<file path="config.mk">
export PLATFORM = sky130hd
export DESIGN_NAME = fifo_queue_with_search
export DESIGN_NICKNAME = d
export VERILOG_FILES = /design/src/fqs_pkg.sv /design/src/fqs_ram.sv /design/src/fifo_queue_with_search.sv
export VERILOG_INCLUDE_DIRS = /design/src /design/src/src
export SDC_FILE = /design/constraint.sdc
export NUM_CORES = 1
export LEC_CHECK = 0
export ABC_AREA = 0
export BUFFER_PORTS_ARGS = -buffer_cell sky130_fd_sc_hd__buf_2
export CAP_MARGIN = 0
export CELL_PAD_IN_SITES_DETAIL_PLACEMENT = 0
export CELL_PAD_IN_SITES_GLOBAL_PLACEMENT = 1
export CORE_ASPECT_RATIO = 0.5
export CORE_UTILIZATION = 52
export CTS_CLUSTER_SIZE = 12
export DETAILED_ROUTE_END_ITERATION = 16
export PLACE_DENSITY = 0.75
export SETUP_SLACK_MARGIN = 0.5
export SLEW_MARGIN = 30
export SYNTH_ARGS = -nofsm -noshare
export SYNTH_HDL_FRONTEND = slang
export SYNTH_SLANG_ARGS = --single-unit
</file>
<file path="constraint.sdc">
create_clock -name clk -period 6.8 [get_ports clk]
set_input_delay 0.34 -clock clk [delete_from_list [all_inputs] [get_ports clk]]
set_output_delay 0.34 -clock clk [all_outputs]
set_load 0.02 [all_outputs]
</file>
<file path="src/fifo_queue_with_search_assert.svh">
// Assertion macros for the word queue with search.
// Taken in by the RTL files that check their own control logic.
`ifndef FIFO_QUEUE_WITH_SEARCH_ASSERT_SVH
`define FIFO_QUEUE_WITH_SEARCH_ASSERT_SVH

`ifndef SYNTHESIS
// Check a condition at every clock edge outside reset.
`define FQS_CHECK(lbl, cond, msg) \
  lbl: assert property (@(posedge clk) disable iff (!rst_n) (cond)) else $error(msg);
// Check that a condition implies another in the same cycle.
`define FQS_IMPLY(lbl, ante, cons, msg) \
  lbl: assert property (@(posedge clk) disable iff (!rst_n) (ante) |-> (cons)) else $error(msg);
`else
`define FQS_CHECK(lbl, cond, msg)
`define FQS_IMPLY(lbl, ante, cons, msg)
`endif

`endif

</file>
<file path="src/fqs_pkg.sv">
// Shared types and codes of the word queue with search.
// No dependencies; used by the top level.
`timescale 1ns / 1ps

package fqs_pkg;

  localparam int WORD_W  = 32;
  localparam int COUNT_W = 5;

  // Request codes
  localparam logic [1:0] REQ_PUSH   = 2'd0;
  localparam logic [1:0] REQ_POP    = 2'd1;
  localparam logic [1:0] REQ_SEARCH = 2'd2;

  // Status codes
  localparam logic [1:0] STAT_OK    = 2'd0;
  localparam logic [1:0] STAT_EMPTY = 2'd1;
  localparam logic [1:0] STAT_FULL  = 2'd2;

  typedef struct packed {
    logic        [1:0]        req_type;
    logic signed [WORD_W-1:0] value;
  } in_item_t;

  typedef struct packed {
    logic        [1:0]         status;
    logic signed [WORD_W-1:0]  popped_value;
    logic                      found;
    logic        [COUNT_W-1:0] count;
    logic                      head_valid;
    logic signed [WORD_W-1:0]  head_value;
  } out_item_t;

endpackage

</file>
<file path="src/fqs_ram.sv">
// Generic single-clock RAM: one write port, one read port, registered read.
// No dependencies.
`timescale 1ns / 1ps

module fqs_ram #(
  parameter int WIDTH = 32,
  parameter int DEPTH = 16
) (
  input  logic                     clk,
  input  logic                     we,
  input  logic [$clog2(DEPTH)-1:0] waddr,
  input  logic [WIDTH-1:0]         wdata,
  input  logic [$clog2(DEPTH)-1:0] raddr,
  output logic [WIDTH-1:0]         rdata
);

  logic [WIDTH-1:0] mem [DEPTH];

  // Write on enable, read every cycle
  always_ff @(posedge clk) begin
    if (we) begin
      mem[waddr] <= wdata;
    end
    rdata <= mem[raddr];
  end

endmodule

</file>
<file path="src/fifo_queue_with_search.sv">
// Bounded first-in first-out queue of signed 32-bit words with a search
// request; top level, uses fqs_pkg, fqs_ram and the assertion header. Words
// live in one RAM with a registered read; the oldest word is also kept in
// a register. Push, refused push or pop, a pop that empties the queue, a
// search of an empty queue and an unused code finish in the idle state. A
// pop that leaves words goes on to a read state that waits on the RAM read
// of the new oldest word. A search walks the held words in a search state
// until a match, examining at most the count, so at most DEPTH, words, one
// word per cycle through the single RAM read port. Each result is registered
// into the output register, or into a skid stage behind it while the output
// is stalled; the next item is taken while a result waits, unless the skid stage is full.
`timescale 1ns / 1ps
`include "fifo_queue_with_search_assert.svh"

module fifo_queue_with_search #(
  parameter int DEPTH = 16
) (
  input  logic              clk,
  input  logic              rst_n,
  input  logic              in_valid,
  output logic              in_stall,
  input  fqs_pkg::in_item_t in_data,
  output logic              out_valid,
  input  logic              out_stall,
  output fqs_pkg::out_item_t out_data
);

  import fqs_pkg::*;

  localparam int IDX_W = $clog2(DEPTH);
  localparam int CNT_W = $clog2(DEPTH + 1);
  localparam logic [IDX_W-1:0] LAST_IDX = IDX_W'(DEPTH - 1);
  localparam logic [CNT_W-1:0] FULL_CNT = CNT_W'(DEPTH);
  localparam logic [CNT_W-1:0] ONE_CNT  = CNT_W'(1);

  typedef enum logic [2:0] {
    ST_IDLE  = 3'b001,
    ST_POPRD = 3'b010,
    ST_SRCH  = 3'b100
  } state_t;

  state_t             state_r, state_nxt;
  logic [IDX_W-1:0]   head_idx_r, head_idx_nxt;
  logic [IDX_W-1:0]   tail_idx_r, tail_idx_nxt;
  logic [CNT_W-1:0]   cnt_r, cnt_nxt;
  logic [WORD_W-1:0]  head_val_r, head_val_nxt;
  logic [WORD_W-1:0]  key_r, key_nxt;
  logic [WORD_W-1:0]  pop_val_r, pop_val_nxt;
  logic [IDX_W-1:0]   scan_idx_r, scan_idx_nxt;
  logic [CNT_W-1:0]   left_r, left_nxt;

  logic               out_valid_r, skid_valid_r;
  out_item_t          out_r, skid_r;

  logic               accept, out_take, fin, hit;
  out_item_t          fin_item;

  logic               ram_we;
  logic [IDX_W-1:0]   ram_waddr, ram_raddr;
  logic [WORD_W-1:0]  ram_wdata, ram_rdata;

  function automatic logic [IDX_W-1:0] inc_idx(input logic [IDX_W-1:0] p);
    return (p == LAST_IDX) ? '0 : p + 1'b1;
  endfunction

  // Word store
  fqs_ram #(
    .WIDTH (WORD_W),
    .DEPTH (DEPTH)
  ) u_store (
    .clk   (clk),
    .we    (ram_we),
    .waddr (ram_waddr),
    .wdata (ram_wdata),
    .raddr (ram_raddr),
    .rdata (ram_rdata)
  );

  // Take items only when idle and the skid stage is free
  assign in_stall  = (state_r != ST_IDLE) || skid_valid_r;
  assign accept    = in_valid && !in_stall;
  assign out_take  = out_valid_r && !out_stall;
  assign out_valid = out_valid_r;
  assign out_data  = out_r;
  assign hit       = (ram_rdata == key_r);

  // Request sequencing and result assembly
  always_comb begin
    state_nxt    = state_r;
    head_idx_nxt = head_idx_r;
    tail_idx_nxt = tail_idx_r;
    cnt_nxt      = cnt_r;
    head_val_nxt = head_val_r;
    key_nxt      = key_r;
    pop_val_nxt  = pop_val_r;
    scan_idx_nxt = scan_idx_r;
    left_nxt     = left_r;
    ram_we       = 1'b0;
    ram_waddr    = tail_idx_r;
    ram_wdata    = in_data.value;
    ram_raddr    = scan_idx_r;
    fin          = 1'b0;
    // Default report: queue unchanged
    fin_item              = '0;
    fin_item.status       = STAT_OK;
    fin_item.count        = COUNT_W'(cnt_r);
    fin_item.head_valid   = (cnt_r != '0);
    fin_item.head_value   = (cnt_r != '0) ? head_val_r : '0;

    case (state_r)
      ST_IDLE: begin
        if (accept) begin
          case (in_data.req_type)
            REQ_PUSH: begin
              fin = 1'b1;
              if (cnt_r == FULL_CNT) begin
                fin_item.status = STAT_FULL;
              end else begin
                ram_we       = 1'b1;
                tail_idx_nxt = inc_idx(tail_idx_r);
                cnt_nxt      = cnt_r + 1'b1;
                if (cnt_r == '0) begin
                  head_val_nxt = in_data.value;
                end
                fin_item.count      = COUNT_W'(cnt_nxt);
                fin_item.head_valid = 1'b1;
                fin_item.head_value = (cnt_r == '0) ? in_data.value : head_val_r;
              end
            end
            REQ_POP: begin
              if (cnt_r == '0) begin
                fin             = 1'b1;
                fin_item.status = STAT_EMPTY;
              end else begin
                head_idx_nxt = inc_idx(head_idx_r);
                cnt_nxt      = cnt_r - 1'b1;
                if (cnt_r == ONE_CNT) begin
                  // Last word leaves: nothing to fetch
                  fin                   = 1'b1;
                  fin_item.popped_value = head_val_r;
                  fin_item.count        = '0;
                  fin_item.head_valid   = 1'b0;
                  fin_item.head_value   = '0;
                end else begin
                  // Fetch the new oldest word
                  ram_raddr   = head_idx_nxt;
                  pop_val_nxt = head_val_r;
                  state_nxt   = ST_POPRD;
                end
              end
            end
            REQ_SEARCH: begin
              if (cnt_r == '0) begin
                fin = 1'b1;
              end else begin
                // Start the walk at the oldest word
                ram_raddr    = head_idx_r;
                scan_idx_nxt = inc_idx(head_idx_r);
                left_nxt     = cnt_r;
                key_nxt      = in_data.value;
                state_nxt    = ST_SRCH;
              end
            end
            default: begin
              fin = 1'b1;
            end
          endcase
        end
      end
      ST_POPRD: begin
        // Latch the fetched head and report the pop
        head_val_nxt          = ram_rdata;
        fin                   = 1'b1;
        fin_item.popped_value = pop_val_r;
        fin_item.head_value   = ram_rdata;
        state_nxt             = ST_IDLE;
      end
      ST_SRCH: begin
        if (hit || (left_r == ONE_CNT)) begin
          fin            = 1'b1;
          fin_item.found = hit;
          state_nxt      = ST_IDLE;
        end else begin
          // Advance to the next held word
          ram_raddr    = scan_idx_r;
          scan_idx_nxt = inc_idx(scan_idx_r);
          left_nxt     = left_r - 1'b1;
        end
      end
      default: begin
        state_nxt = ST_IDLE;
      end
    endcase
  end

  // Control state
  always_ff @(posedge clk) begin
    if (!rst_n) begin
      state_r    <= ST_IDLE;
      head_idx_r <= '0;
      tail_idx_r <= '0;
      cnt_r      <= '0;
    end else begin
      state_r    <= state_nxt;
      head_idx_r <= head_idx_nxt;
      tail_idx_r <= tail_idx_nxt;
      cnt_r      <= cnt_nxt;
    end
  end

  // Working payload
  always_ff @(posedge clk) begin
    head_val_r <= head_val_nxt;
    key_r      <= key_nxt;
    pop_val_r  <= pop_val_nxt;
    scan_idx_r <= scan_idx_nxt;
    left_r     <= left_nxt;
  end

  // Output register and skid stage: hold while stalled, advance on take
  always_ff @(posedge clk) begin
    if (!rst_n) begin
      out_valid_r  <= 1'b0;
      skid_valid_r <= 1'b0;
    end else if (fin) begin
      if (!out_valid_r || out_take) begin
        out_valid_r <= 1'b1;
      end else begin
        skid_valid_r <= 1'b1;
      end
    end else if (out_take) begin
      if (skid_valid_r) begin
        skid_valid_r <= 1'b0;
      end else begin
        out_valid_r <= 1'b0;
      end
    end
  end

  always_ff @(posedge clk) begin
    if (fin) begin
      if (!out_valid_r || out_take) begin
        out_r <= fin_item;
      end else begin
        skid_r <= fin_item;
      end
    end else if (out_take && skid_valid_r) begin
      out_r <= skid_r;
    end
  end

  // Checks
  `FQS_CHECK(a_cnt_bound, cnt_r <= FULL_CNT, "held count exceeds depth")
  `FQS_IMPLY(a_empty_ptrs, cnt_r == '0, head_idx_r == tail_idx_r, "empty queue with split pointers")
  `FQS_IMPLY(a_skid_idle, skid_valid_r, out_valid_r && (state_r == ST_IDLE), "skid item while busy")
  `FQS_IMPLY(a_scan_left, state_r == ST_SRCH, (left_r != '0) && (left_r <= cnt_r), "search walk out of range")

endmodule
</file>
# == Word level (Yosys, flattened, before mapping) ==
# Memories as Yosys holds them, arrays and structs flattened. A register that Yosys moved wholly into a read port is not among the register bits.
# Cells that the tools add are included.
# word_totals
mem_count,1
ff_bits,269
ram_bits,512
in_bits,38
out_inout_bits,75
wordCells,168
# memory_table
memory,depth,width,rd,rd_ports_with_merged_regs,write_ports,line,text
u_store.mem,16,32,1,1,1,fqs_ram.sv:17,logic [WIDTH-1:0] mem [DEPTH];
# classes
reduce_logical,29
bitwise,4
add_sub_neg,6
n_mux,76
eq_ne,29
# op_table
op,count
$mux W32,8
$mux W73,3
$pmux W32 S2,3
$mux W38,4
$pmux W38 S2,1
$mux W4,12
$mux W34,1
$eq A32 B32 Y1,1
$mux W5,6
$mux W1,21
$pmux W5 S2,2
$ne A2 B2 Y1 const B,8
$pmux W4 S2,2
$reduce_and A4 Y1,4
$mux W3,5
$reduce_and A5 Y1,3
$add A4 B1 Y4 const B,3
$eq A4 B4 Y1 const B,3
$pmux W3 S2,2
$eq A5 B1 Y1 const B,2
$reduce_bool A2 Y1,5
$sub A5 B1 Y5 const B,2
$ne A3 B3 Y1 const B,3
$ne A2 B1 Y1 const B,4
23 further kinds,36

# == Longest topological paths before layout ==
# Gate-level depths: netlist (run 1).
# depth
word_depth,9
ltp_mapped,13
mapped_depth_nobuf,9

# == By module ==
# A second synthesis (run 1) with hierarchy kept.
# unflattened
cells_unflattened,1713
hier_area_um2,31680.4
# modules_own_cells
mod,instances,cells_per_inst,area_per_inst_um2,seq_area_each_um2
fqs_ram,1,838,19835.3,16015.4
fifo_queue_with_search,1,875,11845.1,7897.6

# == Worst setup path before layout (run 1) ==
# No wires, ideal clock.
# synth_path
path_type,reg-to-reg
from,reg state_r[0]
to,"reg out_r, in the netlist out_data[0], enable pin"
n_path_buf,2
slack_ns,0.860
arrival_time_ns,5.412
stages_incl_launch_ff,9
synth_period_minus_slack_ns,5.940
setup_time_ns,0.528
required_time_ns,6.272
path_cell_list,dfxtp_1 -> or3b_1 -> buf_2 -> nor3b_4 -> a21o_1 -> o21bai_1 -> buf_2 -> a21oi_1 -> a21oi_1
# synth_between
elab_chain_len,8
elab_cells_between_ends,12
cone_classes,5 x eq/ne; 2 x mux; 5 x reduce/logical
# synth_rtl
element,line,text
from (decl),fifo_queue_with_search.sv:42,"state_t state_r, state_nxt;"
from (signal assigned),fifo_queue_with_search.sv:204,state_r <= state_nxt;
$ne A3 B1 Y1,fifo_queue_with_search.sv:80,assign in_stall = (state_r != ST_IDLE) || skid_valid_r;
$logic_or A1 B1 Y1,fifo_queue_with_search.sv:80,
$logic_not A1 Y1,fifo_queue_with_search.sv:81,assign accept = in_valid && !in_stall;
$logic_and A1 B1 Y1,fifo_queue_with_search.sv:81,
$mux W1,fifo_queue_with_search.sv:112,if (accept) begin
$pmux W1 S3 *,fifo_queue_with_search.sv:110,case (state_r)
$ne A2 B1 Y1 (no line) or $reduce_bool A2 Y1 (tied branches),n/a,
$reduce_and A2 Y1 (no line) *,n/a,
to (signal assigned),fifo_queue_with_search.sv:243,out_r <= fin_item;
to (signal assigned),fifo_queue_with_search.sv:248,out_r <= skid_r;
to (decl),fifo_queue_with_search.sv:53,"out_item_t out_r, skid_r;"
# Mark *: on every way between the ends. The rest lies on a longest branch, timed or not.
# A chain may end at the register's enable or synchronous reset.

# == Final worst setup path (run 1) ==
# layout_path
from,reg u_store.rdata[9] (read register of u_store.mem)
to,"reg out_r, in the netlist out_data[10], enable pin"
# layout_between
elab_chain_len,6
elab_cells_between_ends,7
cone_classes,2 x eq/ne; 2 x mux; 3 x reduce/logical
# layout_rtl
element,line,text
from (decl),fqs_ram.sv:14,output logic [WIDTH-1:0] rdata
$eq A32 B32 Y1 *,fifo_queue_with_search.sv:85,assign hit = (ram_rdata == key_r);
$logic_or A1 B1 Y1 *,fifo_queue_with_search.sv:179,if (hit || (left_r == ONE_CNT)) begin
$mux W1 *,fifo_queue_with_search.sv:179,
$pmux W1 S3 *,fifo_queue_with_search.sv:110,
$ne A2 B1 Y1 (no line) or $reduce_bool A2 Y1 (tied branches),n/a,
$reduce_and A2 Y1 (no line) *,n/a,
# Marks and branches as above.

==> flow_summary.ini, run 1 <==
[global_route]
grt_use_met1_pct = 40.51
grt_max_degree = 129
overflow = 0
top_usage_layer = met1
grt_pass1_wl_um = 118200
grt_pass1_vias = 17880
grt.met3_usage_pct = 8.782
grt_antenna_before_repair = 0
use_met2_pct = 32.54
grt_usage_pct = 25.05

[synth]
synth_edf_count = 763
syn_nets = 2157
synthTopCellsByArea = edfxtp_1 70%, mux2i_1 4.0%, mux2_2 3.5%, dfxtp_1 3.1%, o22a_1 1.7%
synth_seq_cells = 813
ys_warn_count = 0
synth.top_cells.by_count = 763 x edfxtp_1, 136 x nand2_1, 131 x mux2i_1, 107 x o21ai_0, 103 x mux2_2
syn_inst = 2104
async_flop_share_pct = 0
synth_cell_types = 65
synth_area_per_cell_um2 = 15.56
synth_most_common_cell = edfxtp_1
yosys.area.top_type = edfxtp_1
ys_seq_area_share_pct = 73.03
synth_ff_type = edfxtp_1
synth_area_um2 = 32750
synth_top_area_share_pct = 69.97

[routing]
dr.first_iter.drc_count = 2204
via_per_inst = 6.098
dr.pass1.iters = 6
vias = 18854
routed_wl_um = 80050
wl_per_cell_um = 25.89
ant_nets = 0
drc = 0

[worst_setup_path]
path_cells = xnor2_1 > nand4_1 > nor4_1 > a32oi_1 > o21bai_4 > buf_4 > a21oi_1 > a21oi_4 > buf_4
critPathMaxFanout = 70
arrival_ns = 4.67
crit_path_end_kind = register
cp_slowest_cell = nor4_1
crit_type = register to register
reg2reg_from = u_store.rdata[9]$_DFF_P_
worstPathRequired_ns = 7.03
cp-start-kind = register
worst_path_most_repeated_cell = buf_4
max_stage_delay_ns = 0.78
r2r_end = out_data[10]$_DFFE_PP_
r2r_slack_ns = 2.37
reg2reg_depth = 9

[pwr]
power_frac_comb_pct = 11.1
sw_frac_of_total_pct = 25.30
pwr_density_cell_nw_per_um2 = 299.6
power.share.sequential_pct = 53.2
clkPwrFrac_pct = 35.7
vdd_drop_max_v = 0.0001958
power_mw = 11.08
p_switching_mw = 2.805
internal_power_mw = 8.279
p_leak_nw = 12.80

[clock_tree]
path_clk_slew_ns = 0.06
cts_buffers = 78
cts_root_buf = clkbuf_16
cts_resized = 0
htreeDepth = 3
cts_sinks = 813
cts_setup_buffers = 0
cts_tree = done
cts.path.max_buffers = 3
clock_latency_ns = 0.62

[sta]
max_slew_margin_pct = 39.40
setup_ws_ns = 2.366
tns_ns = 0
drv_slew = 0
timing.fmax_mhz = 225.5
fin_crit_ns = 4.434
tightest_slew_ns = 0.9068
clock_skew_ns = 0.02344
whs_ns = 0.1229
rsz0062_at_grt = no
fin_crit_sh_pct = 65.21
final_hold_viol_count = 0
setup-violations-final = 0

[die]
initial_core_util_pct = 53.11
coreArea_um2 = 61660
rows = 64
ios = 113
die_area_um2 = 64040
die_width_um = 356.9
die_h_um = 179.4

[outcome]
status = finished, final reports clean

[final_layout]
seq_area_um2 = 23910
fill_cells = 4649
post_route_cells_drive_above_1_share_pct = 17.47
multi_input_area_um2 = 8189
nNetsFinal = 2270
final_core_util_pct = 59.99
n_antenna_cell = 0
syn_to_final_growth_pct = 12.96

[placement]
port_buffers = 112
pre_cts_ws_ns = 2.133
hpwl_um = 51740
routabilityCongestion = 0.8635

[hold_path]
whs_path_depth = 3
hp-class = input port to register
min_to = skid_valid_r$_SDFFE_PN0P_
hp-start = out_stall

[run]
drv_cap = 0
[worst max path at each step]
stage,slack (ns),end,start
2_1_floorplan,0.86,out_data[0]$_DFFE_PP_,state_r[0]$_SDFFE_PN1P_
3_3_place_gp,2.19,u_store.rdata[30]$_DFF_P_,cnt_r[0]$_SDFFE_PN0P_
3_5_place_dp,2.13,u_store.rdata[30]$_DFF_P_,cnt_r[0]$_SDFFE_PN0P_
4_1_cts,2.12,u_store.rdata[30]$_DFF_P_,cnt_r[0]$_SDFFE_PN0P_
5_1_grt,2.16,u_store.rdata[28]$_DFF_P_,cnt_r[0]$_SDFFE_PN0P_
6_report,2.37,out_data[10]$_DFFE_PP_,u_store.rdata[9]$_DFF_P_
[power groups by stage]
stage / Combinational, mW / Clock [mW] / Sequential (mW)
floorplan: 0.715 / 0 / 5.99
global placement: 1.21 / 0 / 5.99
detailed placement: 1.22 / 0 / 5.99
CTS: 1.23 / 4.00 / 5.88
global route: 1.33 / 4.22 / 5.91
finish: 1.24 / 3.95 / 5.90
[layout by cell type (no fill, tap or decap), types with 3 or more instances in the layout]
master and n:
edfxtp_1 763, nand2_1 135, mux2i_1 131, buf_2 112
o21ai_0 107, mux2_2 103, clkbuf_16 78, inv_1 77
o211ai_1 66, o22a_1 62, o311ai_0 56, nor2_1 54
dfxtp_1 50, nand4_1 42, clkbuf_1 42, a31oi_1 40
xnor2_1 38, a21o_1 37, buf_4 32, a22o_1 28
o221ai_1 26, a21oi_1 24, buf_16 17, nor2_4 15
ha_1 15, o311ai_1 8, nand3_1 7, nor3_2 6
nand2b_1 6, and2_1 5, nor3_1 5, or3_1 5
and3_1 4, nor2_2 4, a211oi_1 4, inv_6 4
xor2_1 3, a32o_1 3, o22ai_1 3
[area by class of cell]
class                   count  area share (%)
clock buffers             121           5.740
inverters                  78          0.7915
multi-input cells        1080           22.14
flip-flops and latches    813           64.65
well taps                 825           2.791
repair buffers            166           3.599
clock inverters             9          0.2943
[repair_timing]
| item | 4_1_cts | 5_1_grt |
|---|---|---|
| setup endpoints to repair | 0 | 0 |
| hold buffers | 1 | 0 |
| hold endpoints to repair | 1 | 0 |
[critical path, delay by kind of cell (launching register included)]
| family | cells | cell delay (ns) |
|---|---|---|
| buffers and inverters | 2 | 1.18 |
| XOR/XNOR | 1 | 0.18 |
| flip-flops | 1 | 0.65 |
| AND/OR/NAND/NOR | 2 | 0.91 |
| AO/OA/AOI/OAI | 4 | 1.02 |
[registers in the layout, summed over array words and instances (netlist names)]
| name | cells |
|---|---|
| cnt_r | 5 |
| head_idx_r | 4 |
| head_val_r | 32 |
| key_r | 32 |
| left_r | 5 |
| out_data | 73 |
| out_valid | 1 |
| pop_val_r | 32 |
| ram_waddr | 4 |
| scan_idx_r | 4 |
| skid_r | 73 |
| skid_valid_r | 1 |
| state_r | 3 |
| u_store.mem | 512 |
| u_store.rdata | 32 |
[through the flow]
step | std cells | cell area (um2)
floorplan | 2104 | 32750
global placement | 2942 | 34240
detailed placement | 2958 | 34660
CTS | 3089 | 36900
global route | 3092 | 36990
finish | 3092 | 36990
[metal layers]
layer / vias up / part of all wire, %
met5: - / 0
met4: 0 / 1.1
met3: 81 / 11
met2: 782 / 40
met1: 9515 / 47
li1: 8476 / -
[cell families (layout without fill, tap and decap cells)]
kind of cell               count (synthesis)  in the layout  share of synthesized area, %
DFF                                      813            813                         73.03
and+or+nand+nor                          305            305                         4.341
adders and majority gates                 15             15                        0.5732
xor gates and xnor gates                  41             41                         1.097
muxes                                    235            235                         7.615
buffers and inverters                    211            374                         2.633
AOI/OAI and AO/OA                        484            484                         10.71
Note: power is estimated with default switching activity, not from simulation.
==> inputs of run 2 (changes only) <==
CORE_UTILIZATION = 48   (was 52)
PLACE_DENSITY = 0.73   (was 0.75)
clock period = 3.6 ns   (was 6.8 ns; I/O delays follow)
==> flow_summary.ini, run 2 (synthesis results as in run 1) <==
[sta]
rsz0062_at_grt = yes
tns_ns = 0
drv_slew = 0
fin_crit_ns = 3.130
setup_ws_ns = 0.4698
clock_skew_ns = 0.03371
whs_ns = 0.02693
tightest_slew_ns = 0.6999
final_hold_viol_count = 0
fin_crit_sh_pct = 86.95
max_slew_margin_pct = 52.75
timing.fmax_mhz = 319.5
setup-violations-final = 0

[worst_setup_path]
critPathMaxFanout = 19
path_cells = or3b_1 > nor3b_4 > buf_4 > nand2_1 > nor2_2 > nand2_1 > nor2_4 > buf_4
arrival_ns = 3.41
cp_slowest_cell = or3b_1
crit_type = register to register
worstPathRequired_ns = 3.88
cp-start-kind = register
crit_path_end_kind = register
max_stage_delay_ns = 0.56

[global_route]
grt_pass1_wl_um = 123300
grt_usage_pct = 24.20
grt_antenna_before_repair = 6
grt_max_degree = 129
overflow = 0
grt_pass1_vias = 18679

[final_layout]
largest_reg_flops = 512
nNetsFinal = 2371
final_common_cell = edfxtp_1
n_antenna_cell = 0
post_route_cells_drive_above_1_share_pct = 20.38
final_cell_mix = 763 x edfxtp_1, 133 x nand2_1, 131 x mux2i_1, 112 x buf_2, 107 x o21ai_0
postLayoutCellArea_um2 = 38170
syn_to_final_growth_pct = 16.56
regMostFlops = u_store.mem

[pwr]
pwr_density_cell_nw_per_um2 = 557.7
power_mw = 21.29
p_leak_nw = 13.37
vdd_drop_max_v = 0.0003554

[clock_tree]
htreeDepth = 3
cts_sinks = 813
path_clk_slew_ns = 0.07
cts_root_buf = clkbuf_16
clock_latency_ns = 0.64
cts_buffers = 79
cts.path.max_buffers = 3
cts_tree = done

[routing]
dr.first_iter.drc_count = 2264
dr.pass1.iters = 5
via_per_inst = 6.012
wl_per_cell_um = 25.93
ant_nets = 0
vias = 19672
drc = 0
routed_wl_um = 84840

[die]
coreArea_um2 = 67230
initial_core_util_pct = 48.70
ios = 113
rows = 67
die_width_um = 371.4
die_area_um2 = 69330
die_h_um = 186.7

[placement]
port_buffers = 112
detailed_place.area_um2 = 35120
routabilityCongestion = 0.8525
pre_cts_ws_ns = 0.2428
hpwl_um = 50700

[outcome]
status = finished, final reports clean

[hold_path]
hp-class = input port to register

[run]
drv_cap = 0
[run 2: cell count changes in the layout (fill, tap and decap cells not counted), moves of 3 or more]
| cell | before | now |
|---|---|---|
| buf_4 | 32 | 87 |
| dlygate4sd3_1 | 1 | 26 |
| buf_12 | 0 | 23 |
| buf_16 | 17 | 2 |
| clkbuf_1 | 42 | 49 |
| buf_6 | 2 | 8 |
| clkbuf_16 | 78 | 84 |
| nor3_2 | 6 | 1 |
| nor3_4 | 0 | 5 |
| clkbuf_8 | 1 | 4 |
| inv_6 | 4 | 1 |
[run 2: repair_timing]
action / in CTS / in global routing
gates resized for setup: 15 / 21
pin swaps: 4 / 1
cloned: 1 / 5
setup endpoints to repair: 208 / 368
hold buffers: 26 / 0
hold endpoints to repair: 359 / 0
buffers inserted: 8 / 17
[run 2: worst paths after layout]
kind / startpoint / endpoint / slack (ns) / cells after the start
hold reg to reg: head_val_r[6]$_DFFE_PP_ / pop_val_r[6]$_DFFE_PP_ / 0.46 / 0
setup reg to reg: state_r[1]$_SDFFE_PN0P_ / u_store.mem[13][23]$_DFFE_PP_ / 0.47 / 8
setup / recovery: state_r[1]$_SDFFE_PN0P_ / u_store.mem[13][23]$_DFFE_PP_ / 0.47 / 8
hold / removal: in_data[3] / u_store.mem[2][3]$_DFFE_PP_ / 0.03 / 1
[run 2: final cells by class]
| cell class | instances | area, um2 |
|---|---|---|
| repair buffers | 266 | 2257 |
| fillers | 5192 | 29070 |
| clock buffers | 133 | 2241 |
| inverters | 78 | 292.8 |
| flip-flops and latches | 813 | 23920 |
| clock inverters | 5 | 58.81 |
| multi-input cells | 1080 | 8279 |
| well taps | 897 | 1122 |
[run 2: critical path: cells and delay by family (launching register included)]
kind                   cells  cell delay [ns]
flip-flops                 1             0.36
AND/OR/NAND/NOR            6             1.79
buffers and inverters      2             0.60
[run 2: report_power, final]
| group | internal [mW] | total [mW] | switching (mW) |
|---|---|---|---|
| Clock | 4.23 | 7.65 | 3.41 |
| Sequential | 10.8 | 11.1 | 0.329 |
| Combinational | 0.962 | 2.53 | 1.57 |
| Total | 16.0 | 21.3 | 5.31 |
[run 2: layer usage]
metal / GRT usage [%] / share of wire (%) / up-vias
met4: 5.060 / 1.6 / 0
met3: 4.928 / 9.5 / 104
met1: 37.77 / 46 / 10035
met5: 0 / 0 / -
met2: 34.95 / 43 / 833
li1: - / - / 8700
[run 2: through the flow]
step / util [%] / std cells
after floorplan: - / 2104
after global placement: 52.24 / 3077
after detailed placement: 52.24 / 3077
after CTS: 56.28 / 3250
after global routing: 56.77 / 3272
final: 56.77 / 3272
